[src/sals_pkg.sv]
// Shared lamp masks, code tables and register indexes of the lamp sequencer.
`timescale 1ns / 1ps
`default_nettype none
package sals_pkg;

	typedef logic [4:0] lamp_t;

	localparam lamp_t LAMP_RED   = 5'b00001;
	localparam lamp_t LAMP_GREEN = 5'b00010;
	localparam lamp_t LAMP_YTOP  = 5'b00100;
	localparam lamp_t LAMP_YBOT  = 5'b01000;
	localparam lamp_t LAMP_WHITE = 5'b10000;
	localparam lamp_t LAMP_NONE  = 5'b00000;
	localparam lamp_t LAMP_ALL   = 5'b11111;

	localparam int unsigned CODE_COUNT = 17;
	localparam logic [7:0] CODE_LIMIT = 8'(CODE_COUNT);

	localparam logic [1:0] REG_TABLE_SET    = 2'd0;
	localparam logic [1:0] REG_FLASH_PERIOD = 2'd1;
	localparam logic [1:0] REG_RED_HOLD     = 2'd2;

	localparam logic FUNC_SET  = 1'b0;
	localparam logic FUNC_TICK = 1'b1;

	localparam lamp_t STEADY_ROM [2][CODE_COUNT] = '{
		'{LAMP_RED, LAMP_GREEN, LAMP_YTOP, LAMP_NONE, LAMP_GREEN | LAMP_YBOT, LAMP_ALL,
		  LAMP_YTOP | LAMP_YBOT, LAMP_YBOT, LAMP_RED, LAMP_WHITE, LAMP_RED | LAMP_WHITE,
		  LAMP_GREEN | LAMP_WHITE, LAMP_YTOP | LAMP_WHITE, LAMP_NONE, LAMP_WHITE,
		  LAMP_YTOP | LAMP_WHITE | LAMP_YBOT, LAMP_WHITE | LAMP_YBOT},
		'{LAMP_WHITE | LAMP_YTOP, LAMP_WHITE | LAMP_GREEN, LAMP_WHITE | LAMP_GREEN,
		  LAMP_WHITE | LAMP_GREEN, LAMP_WHITE, LAMP_ALL, LAMP_WHITE, LAMP_WHITE,
		  LAMP_WHITE | LAMP_YTOP, LAMP_WHITE | LAMP_YTOP, LAMP_WHITE | LAMP_YTOP,
		  LAMP_WHITE | LAMP_GREEN, LAMP_WHITE | LAMP_YTOP, LAMP_NONE, LAMP_WHITE,
		  LAMP_WHITE | LAMP_YTOP, LAMP_WHITE}
	};

	localparam lamp_t FLASH_ROM [2][CODE_COUNT] = '{
		'{LAMP_NONE, LAMP_NONE, LAMP_NONE, LAMP_YTOP, LAMP_NONE, LAMP_NONE, LAMP_NONE,
		  LAMP_YTOP, LAMP_WHITE, LAMP_NONE, LAMP_NONE, LAMP_NONE, LAMP_NONE, LAMP_NONE,
		  LAMP_YTOP, LAMP_NONE, LAMP_YTOP},
		'{LAMP_NONE, LAMP_NONE, LAMP_NONE, LAMP_NONE, LAMP_YTOP, LAMP_NONE, LAMP_YTOP,
		  LAMP_YTOP, LAMP_NONE, LAMP_NONE, LAMP_NONE, LAMP_NONE, LAMP_NONE, LAMP_NONE,
		  LAMP_YTOP, LAMP_NONE, LAMP_YTOP}
	};

	function automatic lamp_t lamp_steady(input logic set, input logic [4:0] code);
		logic [4:0] idx;
		idx = (code < 5'(CODE_COUNT)) ? code : 5'd0;
		return STEADY_ROM[set][idx];
	endfunction

	function automatic lamp_t lamp_flash(input logic set, input logic [4:0] code);
		logic [4:0] idx;
		idx = (code < 5'(CODE_COUNT)) ? code : 5'd0;
		return FLASH_ROM[set][idx];
	endfunction

endpackage
`default_nettype wire

[src/signal_aspect_lamp_sequencer.sv]
// Top level of the signal aspect lamp sequencer.
`timescale 1ns / 1ps
`default_nettype none
// Turns aspect codes and timer ticks into lamp fade-off and fade-on masks for five lamps
// (red bit 0, green 1, upper yellow 2, lower yellow 3, white 4). Each input transaction
// yields exactly one output transaction. One transaction per clock cycle is sustained
// while m_axis_tready is high; each item passes the input register and then the result
// register, and the lamp state is updated as an item leaves the input register. Configuration
// registers are written through the cfg channel, which is always ready.
module signal_aspect_lamp_sequencer (
	input  wire logic        clk,
	input  wire logic        arst_n,
	input  wire logic        s_axis_tvalid,
	output logic             s_axis_tready,
	input  wire logic [7:0]  s_axis_tdata,   // [7:0] aspect_code
	input  wire logic        s_axis_tuser,   // [0] func
	output logic             m_axis_tvalid,
	input  wire logic        m_axis_tready,
	output logic [15:0]      m_axis_tdata,   // [4:0] ramp_down_mask, [9:5] ramp_up_mask,
	                                         // [10] flash_lit, [15:11] zero
	input  wire logic        cfg_valid,
	output logic             cfg_ready,
	input  wire logic [1:0]  cfg_index,
	input  wire logic [7:0]  cfg_data
);
	import sals_pkg::*;

	logic       table_set_q;
	logic [7:0] flash_period_q;
	logic [7:0] red_hold_ticks_q;

	logic [4:0] shown_code_q;
	logic       code_valid_q;
	logic       flash_phase_q;
	logic [7:0] tick_count_q;
	logic [7:0] red_hold_q;

	logic       valid_s1;
	logic       func_s1;
	logic [7:0] code_s1;

	logic       out_valid_q;
	lamp_t      down_q;
	lamp_t      up_q;
	logic       flash_lit_q;

	logic       advance;
	logic       step;

	lamp_t      new_st;
	lamp_t      new_fl;
	lamp_t      cur_st;
	lamp_t      cur_fl;
	lamp_t      down_d;
	lamp_t      up_d;
	logic [4:0] shown_code_d;
	logic       code_valid_d;
	logic       flash_phase_d;
	logic [7:0] tick_count_d;
	logic [7:0] red_hold_d;
	logic [7:0] tick_next;
	logic [7:0] red_next;

	assign advance       = !out_valid_q || m_axis_tready;
	assign s_axis_tready = !valid_s1 || advance;
	assign step          = valid_s1 && advance;
	assign cfg_ready     = 1'b1;

	assign new_st    = lamp_steady(table_set_q, code_s1[4:0]);
	assign new_fl    = lamp_flash(table_set_q, code_s1[4:0]);
	assign cur_st    = lamp_steady(table_set_q, shown_code_q);
	assign cur_fl    = lamp_flash(table_set_q, shown_code_q);
	assign tick_next = tick_count_q + 8'd1;
	assign red_next  = red_hold_q - 8'd1;

	always_comb begin
		down_d        = LAMP_NONE;
		up_d          = LAMP_NONE;
		shown_code_d  = shown_code_q;
		code_valid_d  = code_valid_q;
		flash_phase_d = flash_phase_q;
		tick_count_d  = tick_count_q;
		red_hold_d    = red_hold_q;
		unique case (func_s1)
			FUNC_SET: begin
				if (code_s1 < CODE_LIMIT && !(code_valid_q && code_s1[4:0] == shown_code_q)) begin
					up_d = new_st | new_fl;
					if (code_valid_q) begin
						up_d   = up_d & ~cur_st;
						down_d = (cur_st | cur_fl) & ~(new_st | new_fl);
						if (flash_phase_q) begin
							up_d = up_d & ~cur_fl;
						end else begin
							down_d = down_d & ~cur_fl;
						end
						if ((new_st & LAMP_RED) == LAMP_NONE && (cur_st & LAMP_RED) != LAMP_NONE) begin
							red_hold_d = red_hold_ticks_q;
							down_d     = down_d & ~LAMP_RED;
						end
					end
					shown_code_d  = code_s1[4:0];
					code_valid_d  = 1'b1;
					flash_phase_d = 1'b1;
					tick_count_d  = 8'd0;
				end
			end
			FUNC_TICK: begin
				tick_count_d = tick_next;
				if (red_hold_q != 8'd0) begin
					red_hold_d = red_next;
					if (red_next == 8'd0) begin
						down_d = down_d | LAMP_RED;
					end
				end
				if (tick_next >= flash_period_q && code_valid_q) begin
					tick_count_d = 8'd0;
					if (flash_phase_q) begin
						down_d = down_d | cur_fl;
					end else begin
						up_d = up_d | cur_fl;
					end
					flash_phase_d = !flash_phase_q;
				end
			end
			default: begin
			end
		endcase
	end

	always_ff @(posedge clk or negedge arst_n) begin
		if (!arst_n) begin
			table_set_q      <= 1'b0;
			flash_period_q   <= 8'd50;
			red_hold_ticks_q <= 8'd20;
		end else if (cfg_valid && cfg_ready) begin
			unique case (cfg_index)
				REG_TABLE_SET:    table_set_q      <= cfg_data[0];
				REG_FLASH_PERIOD: flash_period_q   <= cfg_data;
				REG_RED_HOLD:     red_hold_ticks_q <= cfg_data;
				default: begin
				end
			endcase
		end
	end

	always_ff @(posedge clk or negedge arst_n) begin
		if (!arst_n) begin
			valid_s1      <= 1'b0;
			out_valid_q   <= 1'b0;
			shown_code_q  <= 5'd0;
			code_valid_q  <= 1'b0;
			flash_phase_q <= 1'b0;
			tick_count_q  <= 8'd0;
			red_hold_q    <= 8'd0;
		end else begin
			if (s_axis_tready) begin
				valid_s1 <= s_axis_tvalid;
			end
			if (advance) begin
				out_valid_q <= valid_s1;
			end
			if (step) begin
				shown_code_q  <= shown_code_d;
				code_valid_q  <= code_valid_d;
				flash_phase_q <= flash_phase_d;
				tick_count_q  <= tick_count_d;
				red_hold_q    <= red_hold_d;
			end
		end
	end

	always_ff @(posedge clk) begin
		if (s_axis_tvalid && s_axis_tready) begin
			func_s1 <= s_axis_tuser;
			code_s1 <= s_axis_tdata;
		end
		if (step) begin
			down_q      <= down_d;
			up_q        <= up_d;
			flash_lit_q <= flash_phase_d;
		end
	end

	assign m_axis_tvalid = out_valid_q;
	assign m_axis_tdata  = {5'd0, flash_lit_q, up_q, down_q};

`ifndef SYNTHESIS
	a_masks_disjoint: assert property (@(posedge clk) disable iff (!arst_n)
		out_valid_q |-> (down_q & up_q) == LAMP_NONE)
		else $error("fade-off and fade-on masks overlap");

	a_phase_needs_aspect: assert property (@(posedge clk) disable iff (!arst_n)
		!code_valid_q |-> !flash_phase_q)
		else $error("flash phase set with no aspect shown");

	a_hold_needs_aspect: assert property (@(posedge clk) disable iff (!arst_n)
		!code_valid_q |-> red_hold_q == 8'd0)
		else $error("red hold running with no aspect shown");

	a_state_only_on_step: assert property (@(posedge clk) disable iff (!arst_n)
		!step |=> $stable(shown_code_q) && $stable(code_valid_q) && $stable(tick_count_q))
		else $error("lamp state changed with no item processed");
`endif

endmodule
`default_nettype wire

[config.mk]
export PLATFORM = sky130hd
export DESIGN_NAME = signal_aspect_lamp_sequencer
export DESIGN_NICKNAME = d
export VERILOG_FILES = /design/src/sals_pkg.sv /design/src/signal_aspect_lamp_sequencer.sv
export SDC_FILE = /design/constraint.sdc
export NUM_CORES = 1
export LEC_CHECK = 0
export CORE_ASPECT_RATIO = 1.4
export CORE_UTILIZATION = 55
export CTS_BUF_LIST = sky130_fd_sc_hd__clkbuf_16
export DETAILED_ROUTE_END_ITERATION = 8
export DONT_BUFFER_PORTS = 1
export PLACE_DENSITY_LB_ADDON = 0.3
export SYNTH_ARGS = -nofsm -noshare
export SYNTH_HDL_FRONTEND = slang
export SYNTH_SLANG_ARGS = --single-unit
[constraint.sdc]
create_clock -name clk -period 4.2 [get_ports clk]
set_input_delay 0.63 -clock clk [delete_from_list [all_inputs] [get_ports clk]]
set_output_delay 0.63 -clock clk [all_outputs]
set_load 0.05 [all_outputs]
==> flow_metrics.py <==
metrics = {
    "run_status": {
        "outcome": "finished clean",
    },
    "placed_design": {
        "gp_congestion": 0.879,
        "post-place-cells": 460,
        "hpwl_um": 5500,
        "buffer_ports.inserted": 0,
    },
    "critical_path": {
        "worst_r2r_endpoint": "flash_lit_q",
        "slowest_delay_ns": 0.51,
        "cp.buffers_inverters": 0,
        "critical_path_arrival_ns": 3.02,
        "critical_path.max_fanout": 7,
        "r2r_start": "tick_count_q[0]",
        "timing.setup.critical_path_class": "reg -> reg",
        "top_delay_family_on_crit_path": "compound AO/OA/AOI/OAI gates",
        "reg2reg_slack_ns": 1.27,
        "critical-path-top-cell-by-count": "ha_1",
        "crit_path_max_delay_cell_type": "a32oi_1",
        "ff2ff_path_depth": 10,
        "cp_cell_instances": "ha_1 > nand3_1 > xnor2_1 > ha_1 > a21o_1 > a21oi_1 > o21ai_0 > a32oi_1 > nand2_1 > mux2_2",
        "cp-end-kind": "flip-flop",
        "required_ns": 4.28,
        "critPathLaunchType": "flip-flop",
    },
    "synth": {
        "synth.top_cells.by_area": "dfrtp_1, edfxtp_1, ha_1",
        "async_reset_ff_share_pct": 67.7,
        "postSynthCellCount": 388,
        "yosysWarnings": 0,
        "syn-cell-area_um2": 3820,
        "synth_flop_cell": "dfrtp_1",
        "avgSynthCellArea_um2": 9.84,
        "seq_area_frac_synth_pct": 43.4,
        "synth_seq_cells": 62,
        "yosys.cell_types.count": 65,
        "synth_edf_count": 20,
        "synth_top_cell_by_area": "dfrtp_1",
        "synth.top_cell.area_share_pct": 24.2,
    },
    "timing": {
        "largest_clock_skew_in_the_final_design_ns": 0.0108,
        "hold_viol_final": 0,
        "min_period_ns": 2.93,
        "worst_slew_pin_slew_ns": 1.02,
        "rsz0062_at_grt": "no",
        "finalSetupTns_ns": 0,
        "final.hold.worst_slack_ns": 0.134,
        "slew_violations": 0,
        "final_min_period_over_clock_period_pct": 69.8,
        "fmax_ghz": 0.341,
        "relSlewSlack_pct": 30.9,
        "setup_viol": 0,
    },
    "global_routing": {
        "global_route.usage.total_pct": 23.3,
        "grt_overflow_total": 0,
        "grt_start_max_net_pins": 38,
        "initial_antenna_violation_count": 0,
        "global_route_wire_length_before_repair_um": 12900,
        "grt_pass1_vias": 2798,
    },
    "cts": {
        "cts_tree": "done",
        "clock_path_buffers": 2,
        "cts_made_buffers": 9,
        "cts_sinks": 62,
        "worst_setup_hold_path_clk_slew_ns": 0.06,
        "clk-insertion-delay-late_ns": 0.33,
        "cts.root.buffer_cell": "clkbuf_16",
        "cts_resized": 0,
        "postCtsSetupBuffers": 0,
        "h_tree_levels": 3,
    },
    "final_layout": {
        "multiInputGateArea_um2": 1970,
        "final-seq-area_um2": 1660,
        "nFillCells": 588,
        "mostFrequentLayoutCells": "nand2_1, dfrtp_1, nor2_1",
        "mostFrequentLayoutCell": "nand2_1",
        "finalCoreUtilization_pct": 62.3,
        "final-instance-count-excl-fill": 477,
        "area.growth.synth_to_final_pct": 8.68,
        "finish.net_count": 424,
        "drive_gt1_share_pct": 15.3,
        "antenna_cells": 0,
    },
    "floorplan": {
        "fp.dieW_um": 72.4,
        "start_util_pct": 57.4,
        "num_rows": 35,
        "die_area_um2": 7280,
        "core_area_um2": 6660,
        "die_height_um": 101,
        "design.portCount": 43,
    },
    "detailed_routing": {
        "drc": 0,
        "avgRoutedWirePerCell_um": 16.5,
        "routed_wl_um": 7850,
        "avgViaCountPerCell": 5.86,
        "number_of_vias_in_the_routed_layout": 2794,
        "drt-pass1-iter-count": 4,
        "detailedRoute.firstIterationViolations": 129,
        "ant_nets": 0,
    },
    "pwr": {
        "powerDensity_nw_per_um2": 529,
        "power.ir.vdd_worst_v": 0.000306,
        "power.leakage_uw": 0.00182,
    },
    "min_path": {
        "worst_hold_path_type": "in -> async",
    },
    "flow_run": {
        "max_cap_viols": 0,
    },
}
==> sequential cells by signal, summed over array words and instances (netlist names) <==
signal,flops
func_s1,1
red_hold_ticks_q,8
red_hold_q,8
table_set_q,1
m_axis_tvalid,1
code_s1,8
shown_code_q,5
flash_lit_q,1
code_valid_q,1
flash_phase_q,1
flash_period_q,8
up_q,5
tick_count_q,8
down_q,5
valid_s1,1
==> logic make-up (layout without fill, tap and decap cells) <==
group,count (synthesis),count (layout),synth area share [%]
and+or+nand+nor,139,139,19.3
AOI/OAI and AO/OA,86,86,16.0
DFF,62,62,43.4
buffers and inverters,45,38,5.34
muxes,23,23,6.72
adders and majority gates,20,20,6.55
xor gates and xnor gates,11,11,2.52
other,2,6,0.197
==> cells in the mapped netlist (2+ instances only) <==
cell       count
nand4_1        2
a221oi_1       2
xor2_1         6
nor3_1        11
dfrtp_1       37
a211o_1        2
mux2_2        21
nand2b_1      19
ha_1          20
a21o_1         8
and4_1         2
inv_1         19
xnor2_1        5
a21bo_2        2
o221a_2        2
nand2_1       38
dfstp_2        5
buf_4          7
a211oi_1       4
o211ai_1       3
or4b_2         2
a31oi_1        4
mux2i_1        2
nand3b_1       4
conb_1         2
o2bb2ai_1      3
nor3b_1        3
clkbuf_1      16
o21ai_0       22
a21oi_1       14
nand3_1       12
nor2_1        23
or3b_2         2
nor2b_1        6
and3_1         6
edfxtp_1      20
and2_1         3
nor4_1         2
==> through the flow <==
stage | total power (uW) | cell area, um2 | setup WS (ns)
after floorplan | 1330 | 3830 | 1.73
after global placement | 1420 | 3830 | 1.39
after detailed placement | 1440 | 3830 | 1.31
after CTS | 2200 | 4150 | 1.29
after global routing | 2320 | 4150 | 1.11
final | 2200 | 4150 | 1.27
==> cell type report <==
type	count	share of cell area, %
multi-input combinational	285	47.5
sequential	62	39.9
clock buffer	9	5.43
tap	92	2.77
clock inverter	7	1.87
inverter	20	1.81
timing repair buffer	2	0.663
==> worst max path at each step <==
stage | start | to | cells past startpoint
6_report | tick_count_q[0] | flash_lit_q | 10
5_1_grt | tick_count_q[0] | flash_lit_q | 10
4_1_cts | code_s1[3] | red_hold_q[2] | 6
2_1_floorplan | tick_count_q[0] | flash_lit_q | 10
3_3_place_gp | code_s1[3] | red_hold_q[2] | 6
3_5_place_dp | code_s1[3] | red_hold_q[5] | 6
==> worst reg2reg max path, cell delays in order (launching register included) <==
cell and delay, ns:
dfrtp_1 0.42, ha_1 0.23, nand3_1 0.13, xnor2_1 0.22
ha_1 0.30, a21o_1 0.17, a21oi_1 0.12, o21ai_0 0.14
a32oi_1 0.51, nand2_1 0.15, mux2_2 0.30
==> power by group <==
group          internal, uW  total, uW  switching [uW]
Clock                   465        748             283
Sequential              743        929             186
Combinational           240        520             280
Total                  1450       2200             749
==> routing by layer <==
layer  share of wire, %  GRT usage (%)  vias up
met5                  0              0        -
met4                3.8           14.5        0
met3                4.1           4.60       24
met2                 50           39.5       73
met1                 42           26.7     1328
li1                   -              -     1369
==> repair_timing <==
| item | in CTS | in global routing |
|---|---|---|
| hold endpoints to repair | 37 | 0 |
| endpoints found under the setup margin | 0 | 0 |
| hold buffers | 1 | 0 |
Note: power is estimated with default switching activity, not from simulation.
